===== config.mk =====
export PLATFORM = sky130hd
export DESIGN_NAME = rvh_ctrl
export DESIGN_NICKNAME = d
export VERILOG_FILES = /design/src/hdl/rvh_pkg.sv /design/src/hdl/rvh_ctrl.sv
export SDC_FILE = /design/constraint.sdc
export NUM_CORES = 1
export LEC_CHECK = 0
export ABC_AREA = 1
export BUFFER_PORTS_ARGS = -buffer_cell sky130_fd_sc_hd__buf_2
export CAP_MARGIN = 20
export CORE_UTILIZATION = 50
export CTS_BUF_LIST = sky130_fd_sc_hd__clkbuf_2
export CTS_CLUSTER_DIAMETER = 80
export DETAILED_ROUTE_END_ITERATION = 7
export HOLD_SLACK_MARGIN = 0.05
export PLACE_DENSITY = 0.75
export SYNTH_ARGS = -nofsm -noshare
export SYNTH_HDL_FRONTEND = slang
export SYNTH_SLANG_ARGS = --single-unit

===== constraint.sdc =====
create_clock -name clk -period 3 [get_ports clk]
set_input_delay 0.6 -clock clk [delete_from_list [all_inputs] [get_ports clk]]
set_output_delay 0.6 -clock clk [all_outputs]
set_load 0.05 [all_outputs]

===== src/hdl/rvh_pkg.sv =====
// rvh_pkg: shared types, constants and helpers for the radius visibility block
// used by rvh_ctrl, rvh_datapath and radius_visibility_with_hysteresis
`timescale 1ns / 1ps
package rvh_pkg;

  localparam int MAX_ACTORS = 32;
  localparam int MAX_LOOT   = 32;
  localparam int MAX_TABLE  = (MAX_ACTORS > MAX_LOOT) ? MAX_ACTORS : MAX_LOOT;
  localparam int IDX_W      = (MAX_TABLE > 1) ? $clog2(MAX_TABLE) : 1;
  localparam int CNT_W      = $clog2(MAX_TABLE + 1);
  localparam int MEM_DEPTH  = 2 ** (IDX_W + 1);

  localparam int ID_W    = 32;
  localparam int COORD_W = 24;
  localparam int RAD_W   = 23;
  localparam int DIFF_W  = COORD_W + 1;
  localparam int SQ_W    = 2 * DIFF_W;
  localparam int DIST_W  = SQ_W + 1;
  localparam int RSQ_W   = 2 * RAD_W;
  localparam int ACT_W   = 3;
  localparam int ST_W    = 3;
  localparam int CFG_IDX_W = 2;

  // input word layout
  localparam int IN_ID_LSB     = 0;
  localparam int IN_X_LSB      = IN_ID_LSB + ID_W;
  localparam int IN_Z_LSB      = IN_X_LSB + COORD_W;
  localparam int IN_ACTIVE_BIT = IN_Z_LSB + COORD_W;
  localparam int IN_ENTER_LSB  = IN_ACTIVE_BIT + 1;
  localparam int IN_LEAVE_LSB  = IN_ENTER_LSB + RAD_W;
  localparam int IN_DATA_W     = 128;
  localparam int IN_USER_W     = ACT_W + 1;
  localparam int OUT_DATA_W    = ID_W;
  localparam int OUT_USER_W    = ST_W + 2;

  typedef logic [ACT_W-1:0] act_t;
  typedef logic [ST_W-1:0] status_t;
  typedef logic [CFG_IDX_W-1:0] cfg_idx_t;

  localparam act_t ACT_CLEAR_WORLD = act_t'(0);
  localparam act_t ACT_ADD         = act_t'(1);
  localparam act_t ACT_CLEAR_PREV  = act_t'(2);
  localparam act_t ACT_ADD_PREV    = act_t'(3);
  localparam act_t ACT_QUERY       = act_t'(4);

  localparam status_t ST_OK         = status_t'(0);
  localparam status_t ST_DUPLICATE  = status_t'(1);
  localparam status_t ST_OOB        = status_t'(2);
  localparam status_t ST_FULL       = status_t'(3);
  localparam status_t ST_UNORDERED  = status_t'(4);
  localparam status_t ST_BAD_RADII  = status_t'(5);
  localparam status_t ST_CENTER_OUT = status_t'(6);

  localparam cfg_idx_t CFG_MIN_X = cfg_idx_t'(0);
  localparam cfg_idx_t CFG_MIN_Z = cfg_idx_t'(1);
  localparam cfg_idx_t CFG_MAX_X = cfg_idx_t'(2);
  localparam cfg_idx_t CFG_MAX_Z = cfg_idx_t'(3);

  localparam logic KIND_ACTOR = 1'b0;
  localparam logic KIND_LOOT  = 1'b1;

  localparam logic signed [COORD_W-1:0] BND_MIN_RST = '0;
  localparam logic signed [COORD_W-1:0] BND_MAX_RST = {1'b0, {(COORD_W-1){1'b1}}};

  typedef enum logic {OUT_STATUS, OUT_PEND} out_sel_t;

  typedef struct packed {
    logic [ID_W-1:0]           id;
    logic signed [COORD_W-1:0] x;
    logic signed [COORD_W-1:0] z;
  } ent_t;

  typedef struct packed {
    logic             kind;
    logic             in_load;
    logic             ent_clr;
    logic             ent_re;
    logic [IDX_W-1:0] ent_raddr;
    logic             ent_we;
    logic             ent_wsel_in;
    logic [IDX_W-1:0] ent_waddr;
    logic             ent_inc;
    logic             prv_clr;
    logic             prv_add;
    logic             prv_re;
    logic [IDX_W-1:0] prv_raddr;
    logic             rad_en;
    logic             sq_en;
    logic             inprev;
    logic             chk_en;
    logic             pend_load;
    logic             pend_clr;
    logic             out_load;
    out_sel_t         out_sel;
    logic             out_last;
    status_t          status;
  } cmd_t;

  typedef struct packed {
    act_t             act;
    logic             kind;
    logic             active;
    logic [CNT_W-1:0] ent_cnt;
    logic [CNT_W-1:0] prv_cnt;
    logic             ent_full;
    logic             prv_full;
    logic             prv_order_bad;
    logic             in_bnd;
    logic             radii_bad;
    logic             ent_eq;
    logic             ent_gt;
    logic             prv_lt;
    logic             prv_eq;
    logic             hit;
    logic             pend_v;
    logic             out_free;
  } sts_t;

  function automatic logic [CNT_W-1:0] cap_of(input logic kind);
    return kind ? CNT_W'(MAX_LOOT) : CNT_W'(MAX_ACTORS);
  endfunction

endpackage


===== src/hdl/rvh_ctrl.sv =====
// rvh_ctrl: sequencer for table updates, previous-list updates and queries
// drives rvh_datapath through cmd_t and reads sts_t; depends on rvh_pkg
`timescale 1ns / 1ps
module rvh_ctrl (
  input  logic          clk,
  input  logic          rst_n,
  input  logic          in_tvalid,
  output logic          in_tready,
  input  rvh_pkg::sts_t sts,
  output rvh_pkg::cmd_t cmd
);
  import rvh_pkg::*;

  typedef enum logic [3:0] {
    S_IDLE, S_DISP, A_RD, A_CMP, A_BND, A_SH, A_SW,
    Q_RD, Q_CMP, Q_SUM, Q_HIT, Q_END, S_RES
  } state_t;

  state_t           state_r, state_nxt;
  logic [CNT_W-1:0] i_r, i_nxt;
  logic [CNT_W-1:0] j_r, j_nxt;
  logic [CNT_W-1:0] pos_r, pos_nxt;
  logic             qk_r, qk_nxt;
  status_t          res_r, res_nxt;
  logic             store;
  logic             jv;

  assign store     = (sts.kind == KIND_ACTOR) || sts.active;
  assign jv        = j_r < sts.prv_cnt;
  assign in_tready = (state_r == S_IDLE);

  always_comb begin
    state_nxt = state_r;
    i_nxt     = i_r;
    j_nxt     = j_r;
    pos_nxt   = pos_r;
    qk_nxt    = qk_r;
    res_nxt   = res_r;
    cmd       = '0;
    cmd.kind  = (sts.act == ACT_QUERY) ? qk_r : sts.kind;

    unique case (state_r)
      S_IDLE: begin
        cmd.in_load = 1'b1;
        if (in_tvalid) state_nxt = S_DISP;
      end
      S_DISP: begin
        unique case (sts.act)
          ACT_CLEAR_WORLD: begin
            cmd.ent_clr = 1'b1;
            res_nxt     = ST_OK;
            state_nxt   = S_RES;
          end
          ACT_ADD: begin
            if (store && sts.ent_full) begin
              res_nxt   = ST_FULL;
              state_nxt = S_RES;
            end else begin
              i_nxt     = '0;
              pos_nxt   = '0;
              state_nxt = A_RD;
            end
          end
          ACT_CLEAR_PREV: begin
            cmd.prv_clr = 1'b1;
            res_nxt     = ST_OK;
            state_nxt   = S_RES;
          end
          ACT_ADD_PREV: begin
            state_nxt = S_RES;
            if (sts.prv_full) begin
              res_nxt = ST_FULL;
            end else if (sts.prv_order_bad) begin
              res_nxt = ST_UNORDERED;
            end else begin
              cmd.prv_add = 1'b1;
              res_nxt     = ST_OK;
            end
          end
          ACT_QUERY: begin
            if (sts.radii_bad) begin
              res_nxt   = ST_BAD_RADII;
              state_nxt = S_RES;
            end else if (!sts.in_bnd) begin
              res_nxt   = ST_CENTER_OUT;
              state_nxt = S_RES;
            end else begin
              cmd.rad_en = 1'b1;
              qk_nxt     = KIND_ACTOR;
              i_nxt      = '0;
              j_nxt      = '0;
              state_nxt  = Q_RD;
            end
          end
          default: state_nxt = S_IDLE;
        endcase
      end
      A_RD: begin
        if (i_r == sts.ent_cnt) begin
          state_nxt = A_BND;
        end else begin
          cmd.ent_re    = 1'b1;
          cmd.ent_raddr = i_r[IDX_W-1:0];
          state_nxt     = A_CMP;
        end
      end
      A_CMP: begin
        if (sts.ent_eq) begin
          res_nxt   = ST_DUPLICATE;
          state_nxt = S_RES;
        end else begin
          if (!sts.ent_gt) pos_nxt = pos_r + CNT_W'(1);
          i_nxt     = i_r + CNT_W'(1);
          state_nxt = A_RD;
        end
      end
      A_BND: begin
        if (!sts.in_bnd) begin
          res_nxt   = ST_OOB;
          state_nxt = S_RES;
        end else if (!store) begin
          res_nxt   = ST_OK;
          state_nxt = S_RES;
        end else begin
          i_nxt     = sts.ent_cnt;
          state_nxt = A_SH;
        end
      end
      A_SH: begin
        if (i_r == pos_r) begin
          cmd.ent_we      = 1'b1;
          cmd.ent_wsel_in = 1'b1;
          cmd.ent_waddr   = pos_r[IDX_W-1:0];
          cmd.ent_inc     = 1'b1;
          res_nxt         = ST_OK;
          state_nxt       = S_RES;
        end else begin
          cmd.ent_re    = 1'b1;
          cmd.ent_raddr = IDX_W'(i_r - CNT_W'(1));
          state_nxt     = A_SW;
        end
      end
      A_SW: begin
        cmd.ent_we    = 1'b1;
        cmd.ent_waddr = i_r[IDX_W-1:0];
        i_nxt         = i_r - CNT_W'(1);
        state_nxt     = A_SH;
      end
      Q_RD: begin
        if (i_r == sts.ent_cnt) begin
          if (qk_r == KIND_ACTOR) begin
            qk_nxt = KIND_LOOT;
            i_nxt  = '0;
            j_nxt  = '0;
          end else begin
            state_nxt = Q_END;
          end
        end else begin
          cmd.ent_re    = 1'b1;
          cmd.ent_raddr = i_r[IDX_W-1:0];
          cmd.prv_re    = 1'b1;
          cmd.prv_raddr = j_r[IDX_W-1:0];
          state_nxt     = Q_CMP;
        end
      end
      Q_CMP: begin
        if (jv && sts.prv_lt) begin
          j_nxt     = j_r + CNT_W'(1);
          state_nxt = Q_RD;
        end else begin
          cmd.sq_en  = 1'b1;
          cmd.inprev = jv && sts.prv_eq;
          state_nxt  = Q_SUM;
        end
      end
      Q_SUM: begin
        cmd.chk_en = 1'b1;
        state_nxt  = Q_HIT;
      end
      Q_HIT: begin
        priority if (!sts.hit) begin
          i_nxt     = i_r + CNT_W'(1);
          state_nxt = Q_RD;
        end else if (!sts.pend_v) begin
          cmd.pend_load = 1'b1;
          i_nxt         = i_r + CNT_W'(1);
          state_nxt     = Q_RD;
        end else if (sts.out_free) begin
          cmd.out_load  = 1'b1;
          cmd.out_sel   = OUT_PEND;
          cmd.out_last  = 1'b0;
          cmd.pend_load = 1'b1;
          i_nxt         = i_r + CNT_W'(1);
          state_nxt     = Q_RD;
        end else begin
          state_nxt = Q_HIT;
        end
      end
      Q_END: begin
        if (sts.out_free) begin
          cmd.out_load = 1'b1;
          if (sts.pend_v) begin
            cmd.out_sel  = OUT_PEND;
            cmd.out_last = 1'b1;
            cmd.pend_clr = 1'b1;
          end else begin
            cmd.out_sel = OUT_STATUS;
            cmd.status  = ST_OK;
          end
          state_nxt = S_IDLE;
        end
      end
      S_RES: begin
        if (sts.out_free) begin
          cmd.out_load = 1'b1;
          cmd.out_sel  = OUT_STATUS;
          cmd.status   = res_r;
          state_nxt    = S_IDLE;
        end
      end
      default: state_nxt = S_IDLE;
    endcase
  end

  always_ff @(posedge clk) begin
    if (!rst_n) begin
      state_r <= S_IDLE;
      i_r     <= '0;
      j_r     <= '0;
      pos_r   <= '0;
      qk_r    <= KIND_ACTOR;
      res_r   <= ST_OK;
    end else begin
      state_r <= state_nxt;
      i_r     <= i_nxt;
      j_r     <= j_nxt;
      pos_r   <= pos_nxt;
      qk_r    <= qk_nxt;
      res_r   <= res_nxt;
    end
  end

endmodule


Yosys cells after proc, flatten, opt, wreduce, memory -nomap -nowiden
Index checks and enable logic that the tools add are counted.

storage, ports and cells
  register bits = 26
  input port bits = 32
  output and inout port bits = 38
  logic and storage cells = 172

cells by class
  add/sub/neg operators = 4
  $lt $le $gt $ge = 1
  equality and inequality tests = 44
  mux-type cells = 95
  bitwise operators = 1
  reduce and logical (&&, ||, !) cells = 21

operator list
  cell                 number
  $mux 6               20
  $mux 4               15
  $pmux 4 s12          1
  $mux 3               14
  $pmux 6 s2           3
  $pmux 6 s6           1
  $ne 2x2->1 const B   14
  $mux 1               25
  $pmux 3 s4           2
  $eq 4x4->1 const B   5
  $add 6x1->6 const B  3
  $ne 3x3->1 const B   6
  $pmux 6 s3           1
  $eq 4x3->1 const B   4
  $reduce_and 7->1     2
  $eq 6x6->1           2
  $pmux 4 s3           1
  $reduce_and 11->1    1
  $pmux 5 s2           1
  $reduce_and 5->1     2
  $eq 4x2->1 const B   2
  $mux 2               4
  $mux 8               1
  $ne 4x4->1 const B   2
  25 further kinds     34

Logic depth before layout (Yosys ltp)
  depth in word-level cells = 6
  mapped depth = 13
  depth with buffers taken out = 12

Least setup slack after synthesis
Ideal clock, no wire load.

  kind = input port to output port
  start point = input sts[23] (netlist bit)
  end point = output cmd[30] (netlist bit)
  arrival time = 2.106 ns
  required time = 2.400 ns
  path slack = 0.294 ns
  stages on the path = 7
  buffers on the path = 0
  path through = inv_1 > nand2_1 > nand2_1 > nor2_2 > nand3_2 > nand2_1 > o21ai_0

RTL lines
  item         RTL line        source
  from (decl)  rvh_ctrl.sv:9   input rvh_pkg::sts_t sts,
  to (decl)    rvh_ctrl.sv:10  output rvh_pkg::cmd_t cmd

==> results.py <==
metrics = {
    "synthesis": {
        "synth_edf_count": 0,
        "yosys-top-cells-area": "nand2_1 22%, dfxtp_1 19%, inv_1 8.1%",
        "synth.top_cell.area_share": 0.218,
        "synthTopCellsByCount": "161 x nand2_1, 60 x inv_1, 52 x nor2_1, 44 x nand3_1",
        "syn-cell-area_um2": 2770,
        "synth_simple_gate_area_frac": 0.491,
        "synth_top_area_cell": "nand2_1",
        "syn_inst": 484,
        "ys_async_sr_fraction": 0,
        "synth-xor-area-share": 0.0221,
        "synth_top_flop_cell": "dfxtp_1",
        "synth_top_family_by_area": "simple AND/OR/NAND/NOR gates",
        "syn_nets": 525,
        "muxShareOfSynthArea": 0,
        "synth_cell_types": 41,
        "synth-seq-cells": 26,
        "synth_compound_area_frac": 0.137,
        "synth.most_common_cell": "nand2_1",
        "avgSynthCellArea_um2": 5.73,
        "synth_warnings": 0,
        "synth_fa_ha_area_frac": 0.0406,
        "synth_seq_area_share": 0.188,
    },
    "worst_setup_path": {
        "cp-start-kind": "register",
        "crit_type": "reg2out",
        "slowest_delay_ns": 0.60,
        "end_kind": "output port",
        "crit_buf_inv": 3,
        "path_cells": "inv_2 -> nand2_1 -> nand2_1 -> nor2_1 -> nand3_1 -> nand2_1 -> inv_1 -> o22ai_1 -> a21oi_1 -> buf_2",
        "crit_start": "i_r[2]",
        "crit_fanout": 10,
        "critPathCapture": "cmd[28]",
        "rr_endpoint": "state_r[3]",
        "slowest_stage": "dfxtp_1",
        "cp_top_family": "simple AND/OR/NAND/NOR gates",
        "worst-r2r-setup-slack_ns": 1.08,
        "cp_common_cell": "nand2_1",
        "ff2ff_path_depth": 11,
        "critPathRequiredTime_ns": 2.40,
        "path_depth": 10,
        "worstPathArrival_ns": 2.27,
        "r2r-start": "i_r[2]",
    },
    "placement": {
        "hpwl_um": 6140,
        "portBuffers": 69,
        "gp_congestion": 0.927,
        "place_ws_ns": 0.491,
    },
    "floorplan": {
        "start_util": 0.529,
        "core_um2": 5240,
        "ios": 70,
        "die_w_um": 76.5,
        "rows": 26,
        "fp.dieH_um": 76.5,
        "dieArea_um2": 5840,
    },
    "cells_and_area": {
        "drive_above_1_share": 0.212,
        "area_growth_pct": 16.0,
        "num-nets-final": 593,
        "antennaDiodeCount": 0,
    },
    "clock_tree": {
        "htree_levels": 1,
        "cts_buffers": 3,
        "cts-resized-gates": 0,
        "cts.sinks": 26,
        "cts_tree": "done",
        "path_clk_slew_ns": 0.31,
        "clock_path_buffers": 2,
        "clk_latency_ns": 0.40,
        "cts-root-buf": "clkbuf_2",
    },
    "grt": {
        "grt_usage": 0.274,
        "grt_pass1_wl_um": 13100,
        "grt_pass1_vias": 2934,
        "grt_max_degree": 20,
        "antenna_found_initial": 0,
        "grt_overflow": 0,
    },
    "timing": {
        "finalHoldViolCount": 0,
        "worstMarginPinSlew_ns": 0.694,
        "worst_clock_skew_ns": 0.0214,
        "slew_headroom": 0.533,
        "drv_slew": 0,
        "setup_viol": 0,
        "finalCritPeriodShare": 0.956,
        "worst_slack_ns": 0.133,
        "whs_ns": 0.431,
        "max_freq_mhz": 349,
        "period_minus_slack_ns": 2.87,
    },
    "detailed_routing": {
        "dr.pass1.iters": 5,
        "wirelength_um": 7890,
        "via_per_inst": 5.18,
        "drtIter0Drc": 163,
        "drc": 0,
        "ant_nets": 0,
        "wl_per_cell_um": 12.7,
        "vias": 3214,
    },
    "hold_path": {
        "hold_class": "in2reg",
    },
    "power_and_ir_drop": {
        "report.power.total_mw": 1.97,
        "ir_worst_vdd_mv": 0.330,
        "power_density_nw_per_um2": 614,
        "power.leakage_nw": 1.71,
    },
    "status": {
        "status": "completed",
    },
    "job": {
        "drv_cap": 0,
    },
}
==> layout by cell type, fill, tap and decap left out, types with 2 or more instances in the layout <==
master,Yosys,routed
o21ai_0,17,17
or2_2,2,2
a21oi_1,26,26
buf_4,6,3
ha_1,9,9
nor2_1,52,52
xnor2_1,2,2
nand2_2,5,5
clkinv_2,2,2
nand2_1,161,161
nand4_1,7,7
a21oi_2,2,2
nand3_2,2,2
o22ai_1,7,7
o211ai_1,2,2
nand3_1,44,44
nand3b_1,2,2
inv_2,9,9
inv_1,60,60
nor2_4,6,6
clkbuf_2,0,3
xor2_1,5,5
nand2_4,4,4
nor3_1,6,6
nor2_2,3,3
buf_2,1,69
dfxtp_1,26,26
==> timing repair <==
item                                    CTS  global route
endpoints found under the setup margin    0             5
setup buffers                             0             2
hold buffers                              0             0
endpoints found under the hold margin     0             0
==> state kept, by name (all words and copies together), names as in the netlist <==
signal,count
i_r,6
j_r,6
pos_r,6
state_r,4
res_r,3
qk_r,1
==> per-stage QoR <==
| stage | area (um^2) | instances | util | setup TNS (ns) |
|---|---|---|---|---|
| final | 3210 | 621 | 0.614 | 0 |
| after global routing | 3210 | 621 | 0.614 | -0.121 |
| after CTS | 3200 | 619 | 0.611 | 0 |
| after detailed placement | 3150 | 615 | 0.602 | 0 |
| after global placement | 3150 | 615 | 0.602 | 0 |
| after floorplan | 2770 | 484 | - | 0 |
==> cell families (layout without fill, tap and decap cells) <==
logic type,Yosys count,after routing
adders and majority gates,9,9
xor gates and xnor gates,7,7
and+or+nand+nor,298,298
DFF,26,26
AOI/OAI and AO/OA,62,62
buffers and inverters,82,149
==> where the power goes <==
part,switching [mW],internal (mW),total [mW]
logic,0.894,0.369,1.26
registers,0.0720,0.396,0.468
clock network,0.128,0.114,0.242
==> per-layer routing <==
metal | up-vias | track usage | wire length (um)
li1 | 1671 | - | -
met1 | 1414 | 0.353 | 3610
met2 | 121 | 0.469 | 3660
met3 | 8 | 0.0311 | 523
met4 | 0 | 0.0942 | 94
met5 | - | 0 | 0
==> worst min-delay path: cells and delay by family <==
kind            cells  cell delay (ns)
simple gates        1             0.08
buf+inv             1             0.13
compound gates      1             0.03
==> final cells by class <==
class	count	area, um^2
clock inverter	1	30.0
fill	554	2020
clock buffer	3	15.0
timing repair buffer	72	368
tap	70	87.6
multi-input combinational	376	1910
inverter	73	279
sequential	26	520
==> how the worst min path moves through the flow <==
stage / depth (start not counted) / slack, ns / start / to
3_5_place_dp: 2 / 0.48 / res_r[0] / res_r[0]
6_report: 3 / 0.43 / rst_n / j_r[0]
4_1_cts: 3 / 0.43 / rst_n / j_r[0]
3_3_place_gp: 2 / 0.47 / res_r[1] / res_r[1]
2_1_floorplan: 2 / 0.45 / res_r[2] / res_r[2]
5_1_grt: 3 / 0.42 / rst_n / res_r[1]
(Power assumes the default switching activity.)
